<file path="src/design/spq_pkg.sv">
// ----------------------------------------------------------------------------
// Sorted priority queue package
// Shared constants, status codes and types of the sorted priority queue.
// ----------------------------------------------------------------------------
package spq_pkg;

  localparam int DEPTH = 16;
  localparam int VAL_W = 31;
  localparam int CNT_W = $clog2(DEPTH + 1);
  localparam int OCC_W = 5;
  localparam int STAT_W = 2;

  localparam logic [STAT_W-1:0] ST_OK    = 2'd0;
  localparam logic [STAT_W-1:0] ST_EMPTY = 2'd1;
  localparam logic [STAT_W-1:0] ST_FULL  = 2'd2;

  localparam logic OP_INSERT = 1'b0;
  localparam logic OP_POP    = 1'b1;

  localparam logic [CNT_W-1:0] CNT_FULL = CNT_W'(DEPTH);
  localparam logic [OCC_W-1:0] OCC_FULL = OCC_W'(DEPTH);

  typedef logic [VAL_W-1:0] val_t;

  // Operation broadcast to every cell in the chain.
  typedef struct packed {
    logic ins;
    logic pop;
    val_t value;
  } cell_ctl_t;

  // Where a cell stands relative to the current fill level.
  typedef struct packed {
    logic occ;
    logic at_count;
  } cell_pos_t;

endpackage

</file>
<file path="src/design/spq_cell.sv">
// ----------------------------------------------------------------------------
// Sorted priority queue cell
// One slot of the sorted chain. It compares the incoming value with its own
// and takes the new value, its left or right neighbor's value, or keeps its own.
// ----------------------------------------------------------------------------
module spq_cell (
  input  logic              clk,
  input  spq_pkg::cell_ctl_t ctl,
  input  spq_pkg::cell_pos_t pos,
  input  spq_pkg::val_t     left_val,
  input  logic              left_gt,
  input  spq_pkg::val_t     right_val,
  output spq_pkg::val_t     val,
  output logic              gt
);

  spq_pkg::val_t val_next;

  assign gt = pos.occ && (val > ctl.value);

  always_comb begin
    val_next = val;
    if (ctl.pop) begin
      val_next = right_val;
    end else if (ctl.ins) begin
      if (left_gt) begin
        val_next = left_val;
      end else if (gt || pos.at_count) begin
        val_next = ctl.value;
      end
    end
  end

  always_ff @(posedge clk) begin
    val <= val_next;
  end

endmodule

</file>
<file path="src/design/sorted_priority_queue_core.sv">
// ----------------------------------------------------------------------------
// Sorted priority queue core
// Min-priority queue held as a chain of compare-and-shift cells.
// ----------------------------------------------------------------------------
// The input channel carries an opcode and a value. An insert places the
// value in ascending order after any equal stored values. A pop removes and
// returns the smallest value. Every accepted transfer yields exactly one
// result transfer with a status, the popped value and the occupancy.
// All cells compare the new value against their own in parallel and shift
// together. The result appears in the output register on the cycle after
// acceptance, and one item can be accepted every cycle while the receiver
// keeps up.
// When the receiver stalls, the result holds in the output register and
// the input is stalled until that result is taken.
// An insert into a full queue is dropped and reported as full. A pop on an
// empty queue reports empty with a zero value.
// Reset empties the queue at once and clears the output valid. The stored
// values are not cleared, since slots above the fill level are never read.
// ----------------------------------------------------------------------------
module sorted_priority_queue_core (
  input  logic                           clk,
  input  logic                           rst,
  input  logic                           in_valid,
  output logic                           in_stall,
  input  logic                           opcode,
  input  logic [spq_pkg::VAL_W-1:0]      item_value,
  output logic                           out_valid,
  input  logic                           out_stall,
  output logic [spq_pkg::STAT_W-1:0]     status,
  output logic [spq_pkg::VAL_W-1:0]      popped_value,
  output logic [spq_pkg::OCC_W-1:0]      occupancy
);

  logic [spq_pkg::CNT_W-1:0] count;
  logic [spq_pkg::CNT_W-1:0] count_next;
  logic                      accept;
  logic                      full;
  logic                      empty;
  spq_pkg::cell_ctl_t        ctl;
  spq_pkg::val_t             cell_val [spq_pkg::DEPTH];
  logic [spq_pkg::DEPTH-1:0] cell_gt;
  logic [spq_pkg::STAT_W-1:0] status_next;
  spq_pkg::val_t             popped_next;

  assign in_stall = out_valid && out_stall;
  assign accept   = in_valid && !in_stall;
  assign full     = (count == spq_pkg::CNT_FULL);
  assign empty    = (count == '0);

  assign ctl.ins   = accept && (opcode == spq_pkg::OP_INSERT) && !full;
  assign ctl.pop   = accept && (opcode == spq_pkg::OP_POP) && !empty;
  assign ctl.value = item_value;

  for (genvar i = 0; i < spq_pkg::DEPTH; i++) begin : g_cell
    spq_pkg::cell_pos_t pos;
    spq_pkg::val_t      left_val;
    spq_pkg::val_t      right_val;
    logic               left_gt;

    assign pos.occ      = (spq_pkg::CNT_W'(i) < count);
    assign pos.at_count = (spq_pkg::CNT_W'(i) == count);

    if (i == 0) begin : g_first
      assign left_val = '0;
      assign left_gt  = 1'b0;
    end else begin : g_mid
      assign left_val = cell_val[i-1];
      assign left_gt  = cell_gt[i-1];
    end

    if (i == spq_pkg::DEPTH - 1) begin : g_last
      assign right_val = '0;
    end else begin : g_inner
      assign right_val = cell_val[i+1];
    end

    spq_cell u_cell (
      .clk       (clk),
      .ctl       (ctl),
      .pos       (pos),
      .left_val  (left_val),
      .left_gt   (left_gt),
      .right_val (right_val),
      .val       (cell_val[i]),
      .gt        (cell_gt[i])
    );
  end

  always_comb begin
    count_next  = count;
    status_next = spq_pkg::ST_OK;
    popped_next = '0;
    if (opcode == spq_pkg::OP_INSERT) begin
      if (full) begin
        status_next = spq_pkg::ST_FULL;
      end else begin
        count_next = count + 1'b1;
      end
    end else begin
      if (empty) begin
        status_next = spq_pkg::ST_EMPTY;
      end else begin
        count_next  = count - 1'b1;
        popped_next = cell_val[0];
      end
    end
  end

  always_ff @(posedge clk) begin
    if (rst) begin
      count     <= '0;
      out_valid <= 1'b0;
    end else begin
      if (accept) begin
        count     <= count_next;
        out_valid <= 1'b1;
      end else if (!out_stall) begin
        out_valid <= 1'b0;
      end
    end
  end

  always_ff @(posedge clk) begin
    if (accept) begin
      status       <= status_next;
      popped_value <= popped_next;
      occupancy    <= spq_pkg::OCC_W'(count_next);
    end
  end

endmodule

</file>
<file path="config.mk">
export PLATFORM = sky130hd
export DESIGN_NAME = sorted_priority_queue_core
export DESIGN_NICKNAME = d
export VERILOG_FILES = /design/src/design/spq_pkg.sv /design/src/design/spq_cell.sv /design/src/design/sorted_priority_queue_core.sv
export SDC_FILE = /design/constraint.sdc
export NUM_CORES = 2
export LEC_CHECK = 0
export BUFFER_PORTS_ARGS = -buffer_cell sky130_fd_sc_hd__buf_2
export CELL_PAD_IN_SITES_DETAIL_PLACEMENT = 0
export CELL_PAD_IN_SITES_GLOBAL_PLACEMENT = 1
export CORE_MARGIN = 2
export CORE_UTILIZATION = 52
export DETAILED_ROUTE_END_ITERATION = 10
export GPL_TIMING_DRIVEN = 1
export PLACE_DENSITY_LB_ADDON = 0.1
export SLEW_MARGIN = 10
export SYNTH_ARGS = -nofsm -noshare
export SYNTH_HDL_FRONTEND = slang
export SYNTH_SLANG_ARGS = --single-unit
</file>
<file path="constraint.sdc">
create_clock -name clk -period 8.2 [get_ports clk]
set_input_delay 1.64 -clock clk [delete_from_list [all_inputs] [get_ports clk]]
set_output_delay 1.64 -clock clk [all_outputs]
set_load 0.01 [all_outputs]
</file>
==> flow_metrics.py <==
metrics = {
    "power_and_ir_drop": {
        "power_frac_comb": 0.262,
        "power_density_mw_per_mm2": 237.1,
        "p_int_mw": 6.234,
        "leakage_nw": 15.88,
        "p_switching_mw": 3.119,
        "p_seq_frac": 0.411,
        "peakVddDrop_mv": 0.1473,
        "clockPowerShare": 0.326,
        "swShare": 0.3335,
        "p_total_mw": 9.353,
    },
    "sta": {
        "fin_crit_sh": 0.7225,
        "rsz0062_at_grt": "no",
        "min_period_ps": 5924,
        "slew_viol_final": 0,
        "fin_setup_tns_ps": 0,
        "tightest_slew_ps": 1272,
        "setup_violations": 0,
        "skew_ps": 22.37,
        "relSlewSlack": 0.1498,
        "clock.fmax_mhz": 168.8,
        "hold_viol_final": 0,
    },
    "min_path": {
        "holdPathEnd": "g_cell[15].u_cell.val[19]$_SDFFE_PP0P_",
        "hold_start": "g_cell[15].u_cell.val[19]$_SDFFE_PP0P_",
        "min_path_type": "reg -> reg",
        "hold_depth": 1,
    },
    "clock_tree": {
        "ctsHoldBuffers": 0,
        "cts_root_buffer": "clkbuf_16",
        "h-tree-depth": 3,
        "cts_tree": "done",
        "path_clk_slew_ps": 60,
        "cts_setup_buffers": 0,
        "clk_latency_ps": 620,
        "cts.repair.resized": 0,
        "clockBufferDepth": 3,
        "cts_made_buffers": 67,
        "clock-sinks": 540,
    },
    "route": {
        "drc": 0,
        "wl_per_cell_um": 29.13,
        "antenna_left": 0,
        "drt_iter0_markers": 3411,
        "wl_met2_um": 58350,
        "met1Wirelength_um": 52140,
        "wl_um": 125000,
        "routed.top_layer": "met5",
        "firstDrtPassIters": 6,
        "routed_via_density": 6.970,
        "wl_met3_um": 10190,
        "num_vias": 29910,
    },
    "final_layout": {
        "area_growth_pct": 9.936,
        "layout_common_cells": "edfxtp_1 (503), ha_1 (501), nor2_1 (327)",
        "drive_above_1_share": 0.09123,
        "final_common_cell": "edfxtp_1",
        "nets": 3897,
        "n_antenna_cell": 0,
    },
    "logic_synthesis": {
        "ys_ff_latch": 540,
        "yosys_warnings": 0,
        "synth_edf_count": 503,
        "netlist_instances": 3365,
        "syn-num-nets": 3902,
        "synthesis.area_sq_mm": 0.03588,
        "ys_types": 70,
        "async_reset_ff_frac": 0,
        "synthFlopType": "edfxtp_1",
        "seq_area_frac_synth": 0.4417,
        "postSynthAreaPerCell_sq_um": 10.66,
    },
    "setup_path": {
        "rrSetupSlack_ps": 3540,
        "worst_ep_required_time_ps": 8420,
        "cp-end-kind": "flop",
        "critPathLaunchType": "input pin",
        "r2r_cells": 10,
        "r2r-start": "g_cell[10].u_cell.val[21]$_DFFE_PP_",
        "crit_fanout": 33,
        "crit_type": "in -> reg",
        "critPathArrivalTime_ps": 6140,
        "r2r_end": "g_cell[11].u_cell.val[4]$_DFFE_PP_",
    },
    "floorplan": {
        "core_sq_mm": 0.06847,
        "die_h_um": 266.7,
        "dieArea_sq_mm": 0.07111,
        "pin_count": 76,
        "fp.dieW_um": 266.7,
        "rows": 96,
        "start_util": 0.5240,
    },
    "place": {
        "routabilityCongestion": 0.9657,
        "port_buffers": 75,
        "hpwl_um": 91420,
    },
    "grt": {
        "gr-usage-all-layers": 0.3465,
        "antenna_found_initial": 1,
        "grt_start_max_net_pins": 193,
        "grt_pass1_vias": 29330,
        "grt_pass1_wl_um": 186100,
        "overflow": 0,
    },
    "run": {
        "drv_cap": 0,
    },
    "outcome": {
        "status": "complete, no violations",
    },
}
## registers in the layout, indices dropped and copies added (netlist names)
signal,cells
count,5
popped_value,31
g_cell.u_cell.val,496
occupancy,5
out_valid,1
status,2
## cell type report
class | instances | area, sq um
inverters | 96 | 360.3
repair buffers | 146 | 985.9
well taps | 882 | 1104
multi-input cells | 2509 | 18970
clock buffers | 93 | 1899
fillers | 5830 | 29020
clock inverters | 25 | 275.3
flip-flops and latches | 540 | 15850
## kinds of logic after synthesis
kind of cell | after synthesis | share of synthesized area
AOI/OAI and AO/OA | 973 | 0.2076
and+or+nand+nor | 968 | 0.1218
DFF | 540 | 0.4417
adders and majority gates | 501 | 0.1747
buffers and inverters | 316 | 0.03557
muxes | 65 | 0.01813
xor gates and xnor gates | 2 | 0.0004883
## worst max path at each step
stage	slack, ps	depth (start not counted)	start	to
floorplan	1830	11	item_value[13]	g_cell[1].u_cell.val[0]$_DFFE_PP_
global placement	1590	12	item_value[21]	g_cell[14].u_cell.val[30]$_DFFE_PP_
detailed placement	1620	13	item_value[20]	g_cell[12].u_cell.val[29]$_DFFE_PP_
finish	2280	13	item_value[20]	g_cell[11].u_cell.val[4]$_DFFE_PP_
CTS	2220	13	item_value[20]	g_cell[12].u_cell.val[29]$_DFFE_PP_
global route	2150	13	item_value[20]	g_cell[11].u_cell.val[8]$_DFFE_PP_
## through the flow
step / hold slack (ps) / util / cells / instance area (sq um) / setup slack [ps]
2_1_floorplan: 468.2 / - / 3365 / 35880 / 1835
3_3_place_gp: 486.1 / 0.5434 / 4171 / 37210 / 1586
3_5_place_dp: 492.9 / 0.5435 / 4171 / 37210 / 1616
4_1_cts: 505.3 / 0.5752 / 4289 / 39380 / 2218
5_1_grt: 529.9 / 0.5761 / 4291 / 39440 / 2145
6_report: 507.7 / 0.5761 / 4291 / 39440 / 2276
## power groups by stage
stage	sequential [mW]	combinational, mW	clock [mW]
final	3.85	2.45	3.05
after global routing	3.87	2.68	3.18
after CTS	3.84	2.39	3.08
after detailed placement	3.89	2.38	0
after global placement	3.90	2.29	0
after floorplan	3.78	1.63	0
## metal layers
layer  vias up  GRT usage
li1      13320          -
met1     14770     0.4673
met5         -          0
met3       260    0.05886
met2      1560     0.5626
met4         2     0.1231
## worst max-delay path: stages
cell	delay, ps
buf_2	150
inv_1	260
buf_4	280
ha_1	300
and4_1	250
nand4_1	220
nor3_1	550
o31ai_1	280
o211ai_1	290
a211o_1	190
buf_4	410
nand2_1	240
a21oi_4	1040
## synthesized netlist by cell type, types with 14 or more instances
master      n  area share
a221o_1   290       0.081
ha_1      501        0.17
dfxtp_1    37       0.021
a221oi_1   15      0.0037
inv_1      95      0.0099
a21bo_2    24      0.0067
mux2i_1    65       0.018
clkbuf_1  164       0.017
a21o_1     50       0.010
a32oi_1    26      0.0063
a21oi_1   190       0.027
nor2_1    333       0.035
buf_2      30      0.0042
o21ai_1    16      0.0022
o221ai_1   64       0.016
and4_1     14      0.0034
o21ai_0   141       0.020
nand2_1   326       0.034
buf_1      17      0.0018
nor2b_1    17      0.0030
nand3_1    82       0.011
a211oi_1   36      0.0075
nand4_1    87       0.015
edfxtp_1  503        0.42
and3_1     36      0.0063
nor3_1     19      0.0027
o211ai_1   41      0.0086
(Power assumes the default switching activity.)
